==> src/tcw_pkg.sv <==
`default_nettype none
package tcw_pkg;

   // screen geometry defaults
   localparam int unsigned COLUMNS_DEF  = 80;
   localparam int unsigned ROWS_DEF     = 25;
   localparam int unsigned TAB_STOP_DEF = 8;

   // attribute register value after reset
   localparam logic [7:0] ATTR_RESET = 8'h0f;

   // control characters
   localparam logic [7:0] CH_NEWLINE = 8'd10;
   localparam logic [7:0] CH_RETURN  = 8'd13;
   localparam logic [7:0] CH_TAB     = 8'd9;

   // request operations
   localparam logic OP_PUT  = 1'b0;
   localparam logic OP_READ = 1'b1;

   typedef enum logic [3:0] {
      ST_IDLE,
      ST_CLEAR,
      ST_NEWLINE,
      ST_APPLY,
      ST_WRITE,
      ST_RD_PHYS,
      ST_RD_ADDR,
      ST_RD_ISSUE,
      ST_RD_DATA,
      ST_FINISH
   } state_type;

   // one screen cell as stored in memory
   typedef struct packed {
      logic [7:0] attr;
      logic [7:0] ch;
   } cell_type;

endpackage
`default_nettype wire

==> src/tcw_if.sv <==
`default_nettype none
// request channel
interface tcw_req_if;
   logic       valid;
   logic       ready;
   logic       op;
   logic [7:0] char_code;
   logic [4:0] read_row;
   logic [6:0] read_col;
   modport source (output valid, op, char_code, read_row, read_col, input ready);
   modport sink   (input valid, op, char_code, read_row, read_col, output ready);
endinterface

// response channel
interface tcw_rsp_if;
   logic       valid;
   logic       ready;
   logic [7:0] cell_char;
   logic [7:0] cell_attr;
   logic [6:0] cursor_col;
   modport source (output valid, cell_char, cell_attr, cursor_col, input ready);
   modport sink   (input valid, cell_char, cell_attr, cursor_col, output ready);
endinterface

`default_nettype wire

==> src/tcw_ctrl.sv <==
`default_nettype none
module tcw_ctrl #(
   parameter int unsigned COLUMNS  = tcw_pkg::COLUMNS_DEF,
   parameter int unsigned ROWS     = tcw_pkg::ROWS_DEF,
   parameter int unsigned TAB_STOP = tcw_pkg::TAB_STOP_DEF
) (
   input  wire logic                               clock,
   input  wire logic                               reset,
   tcw_req_if.sink                                 req_ch,
   tcw_rsp_if.source                               rsp_ch,
   input  wire logic [7:0]                         attr,
   output logic                                    ram_wr_en,
   output logic                                    ram_rd_en,
   output logic [$clog2(ROWS*COLUMNS)-1:0]         ram_addr,
   output tcw_pkg::cell_type                       ram_wr_data,
   input  wire tcw_pkg::cell_type                  ram_rd_data
);
   import tcw_pkg::*;

   localparam int unsigned TOTAL     = ROWS * COLUMNS;
   localparam int unsigned ADDR_W    = $clog2(TOTAL);
   localparam int unsigned ROW_W     = $clog2(ROWS);
   localparam int unsigned CUR_W     = $clog2(COLUMNS + 1);
   localparam int unsigned PH_W      = $clog2(TAB_STOP);
   localparam int unsigned END_PHASE = COLUMNS % TAB_STOP;

   state_type        state_ff, state_in;
   logic [ADDR_W-1:0] addr_ff, addr_in;
   logic [ADDR_W-1:0] end_ff, end_in;
   logic [ROW_W-1:0]  base_ff, base_in;
   logic [CUR_W-1:0]  cursor_ff, cursor_in;
   logic [PH_W-1:0]   phase_ff, phase_in;
   logic              started_ff, started_in;
   logic [1:0]        nl_left_ff, nl_left_in;
   logic              init_ff, init_in;
   logic [7:0]        char_ff, char_in;
   logic [4:0]        row_ff, row_in;
   logic [6:0]        col_ff, col_in;
   logic [ROW_W-1:0]  phys_ff, phys_in;
   logic [7:0]        res_char_ff, res_char_in;
   logic [7:0]        res_attr_ff, res_attr_in;
   logic              rsp_valid_ff, rsp_valid_in;
   logic [7:0]        rsp_char_ff, rsp_char_in;
   logic [7:0]        rsp_attr_ff, rsp_attr_in;
   logic [6:0]        rsp_cur_ff, rsp_cur_in;

   logic              accept;
   logic              is_nl, is_cr, is_tab, printable, wrap;
   logic              read_in_range;
   logic [1:0]        nl_count;
   logic              slot_free;
   logic              clear_done;
   logic [ROW_W:0]    phys_sum;
   logic [ROW_W-1:0]  bottom_row;
   logic [ADDR_W-1:0] row_start;
   logic [CUR_W:0]    tab_next;

   assign req_ch.ready = (state_ff == ST_IDLE);
   assign accept       = req_ch.valid && req_ch.ready;

   // classify the incoming byte
   assign is_nl     = (req_ch.char_code == CH_NEWLINE);
   assign is_cr     = (req_ch.char_code == CH_RETURN);
   assign is_tab    = (req_ch.char_code == CH_TAB);
   assign printable = !is_nl && !is_cr && !is_tab;
   assign wrap      = started_ff && printable && (cursor_ff >= CUR_W'(COLUMNS));
   assign nl_count  = 2'({1'b0, !started_ff}) + 2'({1'b0, is_nl}) + 2'({1'b0, wrap});

   assign read_in_range = (32'(req_ch.read_row) < ROWS) && (32'(req_ch.read_col) < COLUMNS);

   assign slot_free  = !rsp_valid_ff || rsp_ch.ready;
   assign clear_done = (addr_ff == end_ff);

   // rotating row base: logical row r lives at physical row (base + r) mod ROWS
   assign phys_sum   = (ROW_W+1)'(row_ff) + (ROW_W+1)'(base_ff);
   assign bottom_row = (base_ff == '0) ? ROW_W'(ROWS - 1) : base_ff - ROW_W'(1);
   assign row_start  = ADDR_W'(32'(base_ff) * COLUMNS);
   assign tab_next   = (CUR_W+1)'(cursor_ff) - (CUR_W+1)'(phase_ff) + (CUR_W+1)'(TAB_STOP);

   // next state
   always_comb begin
      state_in = state_ff;
      unique case (state_ff)
         ST_IDLE: begin
            if (accept) begin
               if (req_ch.op == OP_READ) begin
                  state_in = read_in_range ? ST_RD_PHYS : ST_FINISH;
               end else begin
                  state_in = (nl_count != 2'd0) ? ST_NEWLINE : ST_APPLY;
               end
            end
         end
         ST_NEWLINE: state_in = ST_CLEAR;
         ST_CLEAR: begin
            if (clear_done) begin
               priority if (init_ff) begin
                  state_in = ST_IDLE;
               end else if (nl_left_ff != 2'd0) begin
                  state_in = ST_NEWLINE;
               end else begin
                  state_in = ST_APPLY;
               end
            end
         end
         ST_APPLY: begin
            state_in = (char_ff == CH_NEWLINE || char_ff == CH_RETURN || char_ff == CH_TAB)
                       ? ST_FINISH : ST_WRITE;
         end
         ST_WRITE:    state_in = ST_FINISH;
         ST_RD_PHYS:  state_in = ST_RD_ADDR;
         ST_RD_ADDR:  state_in = ST_RD_ISSUE;
         ST_RD_ISSUE: state_in = ST_RD_DATA;
         ST_RD_DATA:  state_in = ST_FINISH;
         ST_FINISH: begin
            if (slot_free) begin
               state_in = ST_IDLE;
            end
         end
         default: state_in = ST_IDLE;
      endcase
   end

   // datapath and memory control
   always_comb begin
      addr_in     = addr_ff;
      end_in      = end_ff;
      base_in     = base_ff;
      cursor_in   = cursor_ff;
      phase_in    = phase_ff;
      started_in  = started_ff;
      nl_left_in  = nl_left_ff;
      init_in     = init_ff;
      char_in     = char_ff;
      row_in      = row_ff;
      col_in      = col_ff;
      phys_in     = phys_ff;
      res_char_in = res_char_ff;
      res_attr_in = res_attr_ff;
      rsp_char_in = rsp_char_ff;
      rsp_attr_in = rsp_attr_ff;
      rsp_cur_in  = rsp_cur_ff;
      rsp_valid_in = rsp_valid_ff && !rsp_ch.ready;
      ram_wr_en   = 1'b0;
      ram_rd_en   = 1'b0;
      ram_wr_data = '0;
      unique case (state_ff)
         ST_IDLE: begin
            if (accept) begin
               res_char_in = '0;
               res_attr_in = '0;
               row_in      = req_ch.read_row;
               col_in      = req_ch.read_col;
               char_in     = req_ch.char_code;
               if (req_ch.op == OP_PUT) begin
                  started_in = 1'b1;
                  nl_left_in = nl_count;
               end
            end
         end
         // scroll: the old top row becomes the new bottom row
         ST_NEWLINE: begin
            addr_in    = row_start;
            end_in     = row_start + ADDR_W'(COLUMNS - 1);
            base_in    = (base_ff == ROW_W'(ROWS - 1)) ? '0 : base_ff + ROW_W'(1);
            cursor_in  = '0;
            phase_in   = '0;
            nl_left_in = nl_left_ff - 2'd1;
         end
         // zero fill, one cell per cycle
         ST_CLEAR: begin
            ram_wr_en = 1'b1;
            addr_in   = addr_ff + ADDR_W'(1);
            if (clear_done) begin
               init_in = 1'b0;
            end
         end
         ST_APPLY: begin
            addr_in = ADDR_W'(32'(bottom_row) * COLUMNS + 32'(cursor_ff));
            if (char_ff == CH_RETURN) begin
               cursor_in = '0;
               phase_in  = '0;
            end else if (char_ff == CH_TAB) begin
               if (tab_next > (CUR_W+1)'(COLUMNS)) begin
                  cursor_in = CUR_W'(COLUMNS);
                  phase_in  = PH_W'(END_PHASE);
               end else begin
                  cursor_in = CUR_W'(tab_next);
                  phase_in  = '0;
               end
            end
         end
         ST_WRITE: begin
            ram_wr_en        = 1'b1;
            ram_wr_data.ch   = char_ff;
            ram_wr_data.attr = attr;
            cursor_in        = cursor_ff + CUR_W'(1);
            phase_in         = (phase_ff == PH_W'(TAB_STOP - 1)) ? '0 : phase_ff + PH_W'(1);
         end
         ST_RD_PHYS: begin
            phys_in = (phys_sum >= (ROW_W+1)'(ROWS)) ? ROW_W'(phys_sum - (ROW_W+1)'(ROWS))
                                                     : ROW_W'(phys_sum);
         end
         ST_RD_ADDR: begin
            addr_in = ADDR_W'(32'(phys_ff) * COLUMNS + 32'(col_ff));
         end
         ST_RD_ISSUE: begin
            ram_rd_en = 1'b1;
         end
         ST_RD_DATA: begin
            res_char_in = ram_rd_data.ch;
            res_attr_in = ram_rd_data.attr;
         end
         ST_FINISH: begin
            if (slot_free) begin
               rsp_valid_in = 1'b1;
               rsp_char_in  = res_char_ff;
               rsp_attr_in  = res_attr_ff;
               rsp_cur_in   = 7'(cursor_ff);
            end
         end
         default: begin
         end
      endcase
   end

   assign ram_addr = addr_ff;

   // control registers; reset starts the full screen clear
   always_ff @(posedge clock) begin
      if (reset) begin
         state_ff     <= ST_CLEAR;
         addr_ff      <= '0;
         end_ff       <= ADDR_W'(TOTAL - 1);
         base_ff      <= '0;
         cursor_ff    <= '0;
         phase_ff     <= '0;
         started_ff   <= 1'b0;
         nl_left_ff   <= '0;
         init_ff      <= 1'b1;
         rsp_valid_ff <= 1'b0;
      end else begin
         state_ff     <= state_in;
         addr_ff      <= addr_in;
         end_ff       <= end_in;
         base_ff      <= base_in;
         cursor_ff    <= cursor_in;
         phase_ff     <= phase_in;
         started_ff   <= started_in;
         nl_left_ff   <= nl_left_in;
         init_ff      <= init_in;
         rsp_valid_ff <= rsp_valid_in;
      end
   end

   // payload registers
   always_ff @(posedge clock) begin
      char_ff     <= char_in;
      row_ff      <= row_in;
      col_ff      <= col_in;
      phys_ff     <= phys_in;
      res_char_ff <= res_char_in;
      res_attr_ff <= res_attr_in;
      rsp_char_ff <= rsp_char_in;
      rsp_attr_ff <= rsp_attr_in;
      rsp_cur_ff  <= rsp_cur_in;
   end

   assign rsp_ch.valid      = rsp_valid_ff;
   assign rsp_ch.cell_char  = rsp_char_ff;
   assign rsp_ch.cell_attr  = rsp_attr_ff;
   assign rsp_ch.cursor_col = rsp_cur_ff;

   // cursor stays within the row
   a_cursor_bound: assert property (@(posedge clock) disable iff (reset)
      32'(cursor_ff) <= COLUMNS)
      else $error("cursor beyond last column");

   // row base stays a valid row
   a_base_bound: assert property (@(posedge clock) disable iff (reset)
      32'(base_ff) < ROWS)
      else $error("row base out of range");

   // clear sweep never runs past its end
   a_clear_bound: assert property (@(posedge clock) disable iff (reset)
      state_ff == ST_CLEAR |-> addr_ff <= end_ff)
      else $error("clear sweep overran");

   // one request at a time
   a_one_item: assert property (@(posedge clock) disable iff (reset)
      accept |=> state_ff != ST_IDLE)
      else $error("request accepted while busy");

endmodule
`default_nettype wire
==> src/flat_wrapper.sv <==
// flat-port wrapper written by rule: the top's interface ports become plain ports
module tcw_ctrl_flat import tcw_pkg::*;
#(
   parameter int unsigned COLUMNS  = tcw_pkg::COLUMNS_DEF,
   parameter int unsigned ROWS     = tcw_pkg::ROWS_DEF,
   parameter int unsigned TAB_STOP = tcw_pkg::TAB_STOP_DEF
)
  (clock, reset, attr, ram_wr_en, ram_rd_en, ram_addr, ram_wr_data, ram_rd_data, req_ch_valid, req_ch_op, req_ch_char_code, req_ch_read_row, req_ch_read_col, req_ch_ready, rsp_ch_valid, rsp_ch_cell_char, rsp_ch_cell_attr, rsp_ch_cursor_col, rsp_ch_ready);
  tcw_req_if req_ch_i ();
  tcw_rsp_if rsp_ch_i ();
  input  wire logic clock;
  input  wire logic reset;
  input  wire logic [7:0] attr;
  output logic ram_wr_en;
  output logic ram_rd_en;
  output logic [$clog2(ROWS*COLUMNS)-1:0] ram_addr;
  output tcw_pkg::cell_type ram_wr_data;
  input  wire tcw_pkg::cell_type ram_rd_data;
  input wire logic [$bits(req_ch_i.valid)-1:0] req_ch_valid;
  input wire logic [$bits(req_ch_i.op)-1:0] req_ch_op;
  input wire logic [$bits(req_ch_i.char_code)-1:0] req_ch_char_code;
  input wire logic [$bits(req_ch_i.read_row)-1:0] req_ch_read_row;
  input wire logic [$bits(req_ch_i.read_col)-1:0] req_ch_read_col;
  output wire logic [$bits(req_ch_i.ready)-1:0] req_ch_ready;
  output wire logic [$bits(rsp_ch_i.valid)-1:0] rsp_ch_valid;
  output wire logic [$bits(rsp_ch_i.cell_char)-1:0] rsp_ch_cell_char;
  output wire logic [$bits(rsp_ch_i.cell_attr)-1:0] rsp_ch_cell_attr;
  output wire logic [$bits(rsp_ch_i.cursor_col)-1:0] rsp_ch_cursor_col;
  input wire logic [$bits(rsp_ch_i.ready)-1:0] rsp_ch_ready;
  assign req_ch_i.valid = req_ch_valid;
  assign req_ch_i.op = req_ch_op;
  assign req_ch_i.char_code = req_ch_char_code;
  assign req_ch_i.read_row = req_ch_read_row;
  assign req_ch_i.read_col = req_ch_read_col;
  assign req_ch_ready = req_ch_i.ready;
  assign rsp_ch_valid = rsp_ch_i.valid;
  assign rsp_ch_cell_char = rsp_ch_i.cell_char;
  assign rsp_ch_cell_attr = rsp_ch_i.cell_attr;
  assign rsp_ch_cursor_col = rsp_ch_i.cursor_col;
  assign rsp_ch_i.ready = rsp_ch_ready;
  tcw_ctrl #(.COLUMNS(COLUMNS), .ROWS(ROWS), .TAB_STOP(TAB_STOP)) u_core (.clock(clock), .reset(reset), .req_ch(req_ch_i), .rsp_ch(rsp_ch_i), .attr(attr), .ram_wr_en(ram_wr_en), .ram_rd_en(ram_rd_en), .ram_addr(ram_addr), .ram_wr_data(ram_wr_data), .ram_rd_data(ram_rd_data));
endmodule
==> config.mk <==
export PLATFORM = sky130hd
export DESIGN_NAME = tcw_ctrl_flat
export DESIGN_NICKNAME = d
export VERILOG_FILES = /design/src/tcw_pkg.sv /design/src/tcw_if.sv /design/src/tcw_ctrl.sv /design/src/flat_wrapper.sv
export SDC_FILE = /design/constraint.sdc
export NUM_CORES = 1
export LEC_CHECK = 0
export BUFFER_PORTS_ARGS = -buffer_cell sky130_fd_sc_hd__buf_2
export CORE_ASPECT_RATIO = 1.2
export CORE_MARGIN = 10
export CORE_UTILIZATION = 40
export DETAILED_ROUTE_END_ITERATION = 16
export HOLD_SLACK_MARGIN = 0.15
export RECOVER_POWER = 25
export SYNTH_ARGS = -nofsm -noshare
export SYNTH_HDL_FRONTEND = slang
export SYNTH_SLANG_ARGS = --single-unit
==> constraint.sdc <==
create_clock -name clock -period 7.73 [get_ports clock]
set_clock_uncertainty 0.1 [all_clocks]
set_input_delay 1.546 -clock clock [delete_from_list [all_inputs] [get_ports clock]]
set_output_delay 1.546 -clock clock [all_outputs]
set_load 0.05 [all_outputs]
==> flow_metrics.env, run 1 <==
export IMPL_status="finished, final reports clean"
export IMPL_comb_power_share_pct=2.8
export IMPL_area_delta_synth_final_pct=15.13
export IMPL_drc=0
export IMPL_io_pins=103
export IMPL_max_stage_delay_ns=0.89
export IMPL_grt_overflow_total=0
export IMPL_setup_ws_ns=3.618
export IMPL_coreArea_um2=15640
export IMPL_worstMarginPinSlew_ns=1.127
export IMPL_grtUsageMet3_pct=3.972
export IMPL_numCtsBuffers=9
export IMPL_grt_first_pass_wirelength_um=27000
export IMPL_chipWidth_um=135.3
export IMPL_yosysUniqueCellTypes=63
export IMPL_seq_area_frac_synth_pct=43.33
export IMPL_grt_busiest_layer="met2"
export IMPL_yosysWarningCount=0
export IMPL_synth_top_area_share_pct=30.14
export IMPL_portBuffers=102
export IMPL_rsz0062_at_grt="no"
export IMPL_worstPathArrival_ns=2.47
export IMPL_yosys_most_used_dff="edfxtp_1"
export IMPL_p_sw_mw=0.2443
export IMPL_syn_area_um2=6376
export IMPL_setup_worst_path_start_class="flop"
export IMPL_crit_slowest_cell="dfxtp_1"
export IMPL_finalSetupTns_ns=0
export IMPL_gr_usage_met1_pct=16.97
export IMPL_drive_above_1_share_pct=17.39
export IMPL_p_seq_share_pct=55.3
export IMPL_cts_hold_buf=0
export IMPL_h_tree_depth=3
export IMPL_syn_area_per_cell_um2=9.825
export IMPL_hp_class="reg2reg"
export IMPL_synth_edff_count=64
export IMPL_netlist_top_cells_area="edfxtp_1 (30%), dfxtp_1 (13%), ha_1 (11%)"
export IMPL_power_internal_mw=0.8340
export IMPL_setup_violations_final=0
export IMPL_yosys_area_top_type="edfxtp_1"
export IMPL_dieArea_um2=21410
export IMPL_gp_congestion=0.9190
export IMPL_clock_latency_ns=0.36
export IMPL_p_per_area_nw_per_um2=146.9
export IMPL_dpl_worst_slack_ns=3.874
export IMPL_period_minus_slack_ns=4.112
export IMPL_antenna_found_initial=0
export IMPL_cp_max_fo=27
export IMPL_hpwl_um=13230
export IMPL_tritoncts="yes"
export IMPL_netlist_instances=649
export IMPL_slew_headroom_pct=24.52
export IMPL_vias_per_cell=5.498
export IMPL_maxCapViolCount=0
export IMPL_synth_most_common_cell="edfxtp_1"
export IMPL_grt_max_degree=34
export IMPL_endpoint_kind="primary output"
export IMPL_rows=50
export IMPL_async_reset_ff_share_pct=0
export IMPL_die_height_um=158.3
export IMPL_grtUsageMet2_pct=28.92
export IMPL_cts_buffer_depth=2
export IMPL_grt_usage_pct=15.86
export IMPL_first_pass_iters=5
export IMPL_cts_setup_buffers=0
export IMPL_pwr_share_clk_pct=41.9
export IMPL_p_sw_share_pct=22.66
export IMPL_drt_initial_drc_count=341
export IMPL_root_buffer="clkbuf_16"
export IMPL_finalHoldViolations=0
export IMPL_start_util_pct=40.77
export IMPL_critical_path_class="reg2out"
export IMPL_drv_slew=0
export IMPL_crit_chain="and2b_1 > nand2_1 > nor2_1 > buf_2"
export IMPL_vdd_drop_max_uv=96.42
export IMPL_cts_sinks=106
export IMPL_ant_nets=0
export IMPL_ys_ff_latch=106
export IMPL_yosys_top_cells_count="edfxtp_1 (64), ha_1 (54), nand2_1 (48), nor2_1 (47), a21oi_1 (43)"
export IMPL_grt_pass1_vias=5259
export IMPL_cp_required_ns=6.08
export IMPL_syn_nets=759
export IMPL_max_freq_ghz=0.2432
export IMPL_clk_pin_slew_ns=0.07
export IMPL_cts_resized=0
export IMPL_wl_um=17270
export IMPL_wire_per_inst_um=18.18
export IMPL_n_antenna_cell=0
export IMPL_nets=847
export IMPL_post_route_period_util_pct=53.20
export IMPL_vias=5223
export IMPL_leakagePower_nw=3.037
[cells by family (layout without fill, tap and decap cells)]
kind of cell / count (synthesis) / in the layout / synth area share [%]
simple gates: 235 / 235 / 19.51
compound gates: 145 / 145 / 14.78
flops: 106 / 106 / 43.33
fa+ha+maj: 61 / 61 / 12.79
buf+inv: 61 / 154 / 3.650
xor+xnor: 37 / 37 / 5.298
mux: 4 / 4 / 0.6476
[final cells by class]
type / count / area (µm²)
Clock buffer: 10 / 229.0
Clock inverter: 6 / 56.30
Fill cell: 1521 / 8299
Inverter: 33 / 123.9
Multi-Input combinational cell: 482 / 3388
Sequential cell: 106 / 2763
Tap cell: 208 / 260.3
Timing Repair Buffer: 105 / 520.5
[critical path, delay by kind of cell, from the launching register on]
family / cells / cell delay [ns]
simple gates: 3 / 0.94
flops: 1 / 0.89
buf+inv: 1 / 0.28
[cell usage in the layout (no fill, tap or decap), drive strengths merged, types with 3 or more instances in the layout]
cell type	instances
nor3b	6
o31ai	5
nand3	28
o221a	3
clkbuf	20
or3	4
dfxtp	42
a221oi	6
and3	36
edfxtp	64
nand2b	13
a21o	9
xor2	21
a211oi	8
nor2b	10
fa	7
a31oi	11
buf	95
mux2i	3
a21oi	43
nor4	4
nor2	47
o21ai	29
inv	38
ha	54
o211ai	8
or4	3
nor3	16
nand3b	4
or2	3
nand4	6
xnor2	15
nand2	48
o21a	5
[sequential cells by signal, summed over array words and instances (netlist names), 2 cells and up]
signal	count
u_core.base_ff	5
u_core.char_ff	8
u_core.col_ff	7
u_core.cursor_ff	7
u_core.end_ff	7
u_core.nl_left_ff	2
u_core.phase_ff	3
u_core.phys_ff	5
u_core.ram_addr	11
u_core.res_attr_ff	8
u_core.res_char_ff	8
u_core.row_ff	5
u_core.rsp_ch.cell_attr	8
u_core.rsp_ch.cell_char	8
u_core.rsp_ch.cursor_col	7
u_core.state_ff	4
[routing by layer]
layer / up-vias / routed length (µm)
li1: 2562 / -
met4: 0 / 433
met2: 159 / 9184
met1: 2471 / 6625
met5: - / 0
met3: 31 / 1024
[power by group through the flow]
stage / clock [mW] / sequential, mW / combinational (mW)
2_1_floorplan: 0 / 0.614 / 0.00853
6_report: 0.452 / 0.596 / 0.0303
3_3_place_gp: 0 / 0.609 / 0.0307
3_5_place_dp: 0 / 0.609 / 0.0312
5_1_grt: 0.487 / 0.596 / 0.0329
4_1_cts: 0.465 / 0.596 / 0.0313
[through the flow]
stage / util (%) / hold WS [ns] / instances / power (mW) / area (µm²)
finish: 46.94 / 0.3224 / 950 / 1.078 / 7341
global route: 46.94 / 0.3272 / 950 / 1.117 / 7341
CTS: 47.02 / 0.3230 / 950 / 1.092 / 7353
detailed placement: 45.19 / 0.3045 / 934 / 0.6404 / 7068
global placement: 45.19 / 0.3009 / 934 / 0.6399 / 7068
floorplan: - / 0.3003 / 649 / 0.6221 / 6376
[final timing paths]
| path | start | endpoint | slack (ns) | cells after the start |
|---|---|---|---|---|
| max reg2reg | u_core.base_ff[0]$_SDFFE_PP0P_ | u_core.ram_addr[10]$_SDFFE_PP0P_ | 3.86 | 14 |
| min | u_core.res_attr_ff[7]$_SDFFCE_PN0P_ | u_core.rsp_ch.cell_attr[7]$_DFFE_PP_ | 0.32 | 0 |
| max | u_core.state_ff[2]$_SDFFE_PP0P_ | ram_wr_data[3] | 3.62 | 4 |
| min reg2reg | u_core.res_attr_ff[7]$_SDFFCE_PN0P_ | u_core.rsp_ch.cell_attr[7]$_DFFE_PP_ | 0.32 | 0 |
Note: power is estimated with default switching activity, not from simulation.
==> inputs of run 2 (changes only) <==
Clock period 7.73 ns to 4.1 ns, I/O delays scaled along.
==> flow_metrics.env, run 2 (synthesized netlist as in run 1, its figures left out) <==
export IMPL_status="finished, final reports clean"
export IMPL_setup_violations_final=0
export IMPL_drt_initial_drc_count=343
export IMPL_tritoncts="yes"
export IMPL_p_sw_share_pct=24.15
export IMPL_endpoint_kind="flop"
export IMPL_h_tree_depth=3
export IMPL_drive_above_1_share_pct=16.18
export IMPL_comb_power_share_pct=2.8
export IMPL_grtUsageMet2_pct=28.78
export IMPL_vdd_drop_max_uv=152.4
export IMPL_hp_class="reg2reg"
export IMPL_n_antenna_cell=0
export IMPL_crit_path_frequent_cell="ha_1"
export IMPL_rsz0062_at_grt="no"
export IMPL_fillCellCount=1539
export IMPL_rows=50
export IMPL_cts_hold_buf=0
export IMPL_cts_resized=0
export IMPL_finalSetupTns_ns=0
export IMPL_maxCapViolCount=0
export IMPL_first_pass_iters=5
export IMPL_critical_path_class="reg2reg"
export IMPL_antenna_found_initial=0
export IMPL_max_freq_ghz=0.2767
export IMPL_root_buffer="clkbuf_16"
export IMPL_coreArea_um2=15640
export IMPL_grt_max_degree=34
export IMPL_grt_pass1_vias=5289
export IMPL_start_util_pct=40.77
export IMPL_p_per_area_nw_per_um2=283.1
export IMPL_cts_buffer_depth=2
export IMPL_clk_pin_slew_ns=0.08
export IMPL_vias_per_cell=5.483
export IMPL_p_total_mw=2.092
export IMPL_finalHoldViolations=0
export IMPL_chipWidth_um=135.3
export IMPL_cts_setup_buffers=0
export IMPL_grt_usage_pct=15.89
export IMPL_worstPathBufferInverterCount=1
export IMPL_drc=0
export IMPL_ant_nets=0
export IMPL_cp_max_fo=4
export IMPL_dieArea_um2=21410
export IMPL_cp_required_ns=4.30
export IMPL_leakagePower_nw=2.958
export IMPL_setup_worst_path_start_class="flop"
export IMPL_wl_um=17450
export IMPL_power_internal_mw=1.587
export IMPL_nets=853
export IMPL_drv_slew=0
export IMPL_io_pins=103
export IMPL_vias=5242
export IMPL_die_height_um=158.3
export IMPL_crit_slowest_cell="or4b_2"
export IMPL_p_sw_mw=0.5051
export IMPL_max_stage_delay_ns=0.62
export IMPL_largest_reg_flops=11
export IMPL_final_common_cell="buf_2"
export IMPL_clock_latency_ns=0.36
export IMPL_grt_busiest_layer="met2"
export IMPL_wire_per_inst_um=18.25
export IMPL_gp_congestion=0.8719
export IMPL_pwr_share_clk_pct=43.5
export IMPL_grt_overflow_total=0
export IMPL_grtUsageMet3_pct=2.680
export IMPL_period_minus_slack_ns=3.613
export IMPL_final_cell_mix="buf_2 (78), edfxtp_1 (64), ha_1 (54)"
export IMPL_worstPathArrival_ns=3.82
export IMPL_area_delta_synth_final_pct=15.91
export IMPL_crit_family="adder cells"
export IMPL_cts_sinks=106
export IMPL_post_route_period_util_pct=88.13
export IMPL_numCtsBuffers=9
export IMPL_portBuffers=102
export IMPL_crit_chain="inv_1 > ha_1 > nor2b_1 > a21oi_1 > nor2_1 > o32a_1 > ha_1 > ha_1 > fa_1 > o211ai_1 > a22o_1 > a221oi_1 > or4b_2 > nand3_1"
export IMPL_p_seq_share_pct=53.7
export IMPL_grt_first_pass_wirelength_um=27200
export IMPL_hpwl_um=13200
export IMPL_slew_headroom_pct=25.66
export IMPL_worstMarginPinSlew_ns=1.107
export IMPL_gr_usage_met1_pct=17.66
run 2: cell types whose count changed in the layout (fill, tap and decap cells not counted):
| cell | delta |
|---|---|
| clkbuf_1 | +14 |
| clkinv_8 | +2 |
| buf_4 | +5 |
| inv_8 | -1 |
| inv_12 | +1 |
| buf_2 | -14 |
| clkinvlp_4 | -1 |
run 2: final timing paths:
path / start / endpoint / slack (ns) / cells past startpoint
max: u_core.base_ff[0]$_SDFFE_PP0P_ / u_core.ram_addr[10]$_SDFFE_PP0P_ / 0.49 / 14
min reg2reg: u_core.res_attr_ff[2]$_SDFFCE_PN0P_ / u_core.rsp_ch.cell_attr[2]$_DFFE_PP_ / 0.32 / 0
min: u_core.res_attr_ff[2]$_SDFFCE_PN0P_ / u_core.rsp_ch.cell_attr[2]$_DFFE_PP_ / 0.32 / 0
max reg2reg: u_core.base_ff[0]$_SDFFE_PP0P_ / u_core.ram_addr[10]$_SDFFE_PP0P_ / 0.49 / 14
run 2: area by class of cell:
type	count	area (µm²)	share of cell area, %
Clock buffer	9	225.2	3.047
Clock inverter	7	86.33	1.168
Inverter	33	123.9	1.676
Multi-Input combinational cell	482	3388	45.84
Sequential cell	106	2763	37.38
Tap cell	208	260.3	3.521
Timing Repair Buffer	111	544.3	7.364
run 2: layer usage:
metal / wire length, µm / up-vias
li1: - / 2570
met1: 7083 / 2505
met2: 9020 / 136
met3: 871 / 31
met4: 469 / 0
met5: 0 / -
run 2: through the flow:
stage,utilization [%],instance area (µm²),hold slack [ns],setup slack (ns),std cells
after detailed placement,45.48,7113,0.3052,0.5246,940
final,47.26,7391,0.3240,0.4865,956
after floorplan,-,6376,0.3003,0.4636,649
after CTS,47.47,7425,0.3241,0.5031,956
after global routing,47.26,7391,0.3286,0.2622,956
after global placement,45.48,7113,0.3013,0.6523,940
run 2: power groups by stage:
| stage | clock [mW] | combinational, mW | sequential [mW] |
|---|---|---|---|
| CTS | 0.932 | 0.0598 | 1.12 |
| finish | 0.910 | 0.0578 | 1.12 |
| floorplan | 0 | 0.0161 | 1.16 |
| detailed placement | 0 | 0.0598 | 1.15 |
| global placement | 0 | 0.0590 | 1.15 |
| global route | 0.962 | 0.0625 | 1.12 |
==> inputs of run 3 (changes only) <==
Settings changed: GPL_TIMING_DRIVEN set to 0.
==> flow_metrics.env, run 3 (synthesized netlist as in run 1, its figures left out) <==
export IMPL_antenna_found_initial=0
export IMPL_vdd_drop_max_uv=170.3
export IMPL_start_util_pct=40.77
export IMPL_critical_path_class="reg2reg"
export IMPL_final_common_cell="buf_2"
export IMPL_post_route_period_util_pct=95.85
export IMPL_drt_initial_drc_count=340
export IMPL_drive_above_1_share_pct=17.32
export IMPL_slew_headroom_pct=34.44
export IMPL_wl_um=17510
export IMPL_drc=0
export IMPL_largest_reg_flops=11
export IMPL_cts_buffer_depth=2
export IMPL_clock_latency_ns=0.37
export IMPL_ant_nets=0
export IMPL_numCtsBuffers=9
export IMPL_leakagePower_nw=2.996
export IMPL_rrSetupSlack_ns=0.17
export IMPL_fin_hold_ws_ns=0.3228
export IMPL_cp_max_fo=7
export IMPL_drv_slew=0
export IMPL_cp_required_ns=4.31
export IMPL_period_minus_slack_ns=3.930
export IMPL_root_buffer="clkbuf_16"
export IMPL_cts_sinks=106
export IMPL_die_height_um=158.3
export IMPL_io_pins=103
export IMPL_first_pass_iters=5
export IMPL_finalSetupTns_ns=0
export IMPL_worstPathArrival_ns=4.14
export IMPL_gp_congestion=0.8643
export IMPL_worstMarginPinSlew_ns=0.9823
export IMPL_hpwl_um=13930
export IMPL_p_per_area_nw_per_um2=278.3
export IMPL_cts_setup_buffers=0
export IMPL_coreArea_um2=15640
export IMPL_grt_pass1_vias=5344
export IMPL_grt_max_degree=23
export IMPL_portBuffers=101
export IMPL_nets=873
export IMPL_grt_first_pass_wirelength_um=27600
export IMPL_endpoint_kind="flop"
export IMPL_grt_overflow_total=0
export IMPL_status="finished, final reports clean"
export IMPL_finalHoldViolations=0
export IMPL_wire_per_inst_um=17.94
export IMPL_dieArea_um2=21410
export IMPL_clk_pin_slew_ns=0.08
export IMPL_setup_violations_final=0
export IMPL_setup_worst_path_start_class="flop"
export IMPL_max_freq_ghz=0.2545
export IMPL_maxCapViolCount=0
export IMPL_cts_hold_buf=0
export IMPL_rsz0062_at_grt="no"
export IMPL_rows=50
export IMPL_area_delta_synth_final_pct=17.54
export IMPL_n_antenna_cell=0
export IMPL_vias_per_cell=5.480
export IMPL_vias=5348
export IMPL_h_tree_depth=3
export IMPL_tritoncts="yes"
export IMPL_hp_class="reg2reg"
export IMPL_final_cell_mix="buf_2 (94), edfxtp_1 (64), ha_1 (54)"
export IMPL_cts_resized=0
export IMPL_chipWidth_um=135.3
export IMPL_grt_usage_pct=16.30
==> run 3: cell types whose count changed in the layout (fill, tap and decap cells not counted), sizes merged <==
cell | before | now
inv | 38 | 37
clkbuf | 34 | 42
clkinv | 2 | 3
buf | 86 | 98
==> run 3: path summary, 6_finish.rpt <==
kind	start	to	cells after the start
setup / recovery	u_core.base_ff[0]$_SDFFE_PP0P_	u_core.ram_addr[10]$_SDFFE_PP0P_	15
hold / removal	u_core.res_char_ff[7]$_SDFFCE_PN0P_	u_core.rsp_ch.cell_char[7]$_DFFE_PP_	0
setup reg to reg	u_core.base_ff[0]$_SDFFE_PP0P_	u_core.ram_addr[10]$_SDFFE_PP0P_	15
hold reg to reg	u_core.res_char_ff[7]$_SDFFCE_PN0P_	u_core.rsp_ch.cell_char[7]$_DFFE_PP_	0
==> run 3: critical path, cell delays in order (launching register included) <==
cell,delay [ns]
dfxtp_1,0.40
clkbuf_4,0.21
inv_1,0.08
ha_1,0.22
nor2b_1,0.17
a21oi_1,0.15
nor2_1,0.06
o32a_1,0.23
ha_1,0.31
ha_1,0.23
fa_1,0.58
o211ai_1,0.19
nor2_1,0.14
a221oi_1,0.11
or4b_2,0.61
nand3_1,0.10
==> run 3: final cells by class <==
class | instances | area [µm²]
clock buffer | 9 | 225.2
multi-input combinational | 482 | 3388
fill | 1482 | 8145
sequential | 106 | 2764
clock inverter | 7 | 88.84
tap | 208 | 260.3
timing repair buffer | 103 | 533.0
buffer | 28 | 111.4
inverter | 33 | 123.9
==> run 3: metrics by stage <==
stage | instances | setup slack (ns) | cell area (µm²) | total power [mW] | util (%)
after floorplan | 649 | 0.4636 | 6376 | 1.173 | -
after CTS | 976 | 0.01785 | 7502 | 2.103 | 47.97
final | 976 | 0.1701 | 7495 | 2.086 | 47.92
after global routing | 976 | 0.01610 | 7495 | 2.156 | 47.92
after global placement | 958 | 0.1510 | 7142 | 1.208 | 45.66
after detailed placement | 960 | 0.06069 | 7188 | 1.209 | 45.96
==> run 3: routing by layer <==
metal	global-route usage [%]	wire length, µm	up-vias
li1	-	-	2625
met2	28.94	9033	126
met5	0	0	-
met4	7.803	565	0
met1	18.15	7040	2561
met3	3.405	867	36
==> run 3: power by group <==
group	switching [mW]	internal, mW
registers	0.00352	1.12
logic	0.0351	0.0243
clock network	0.461	0.441
total	0.499	1.59
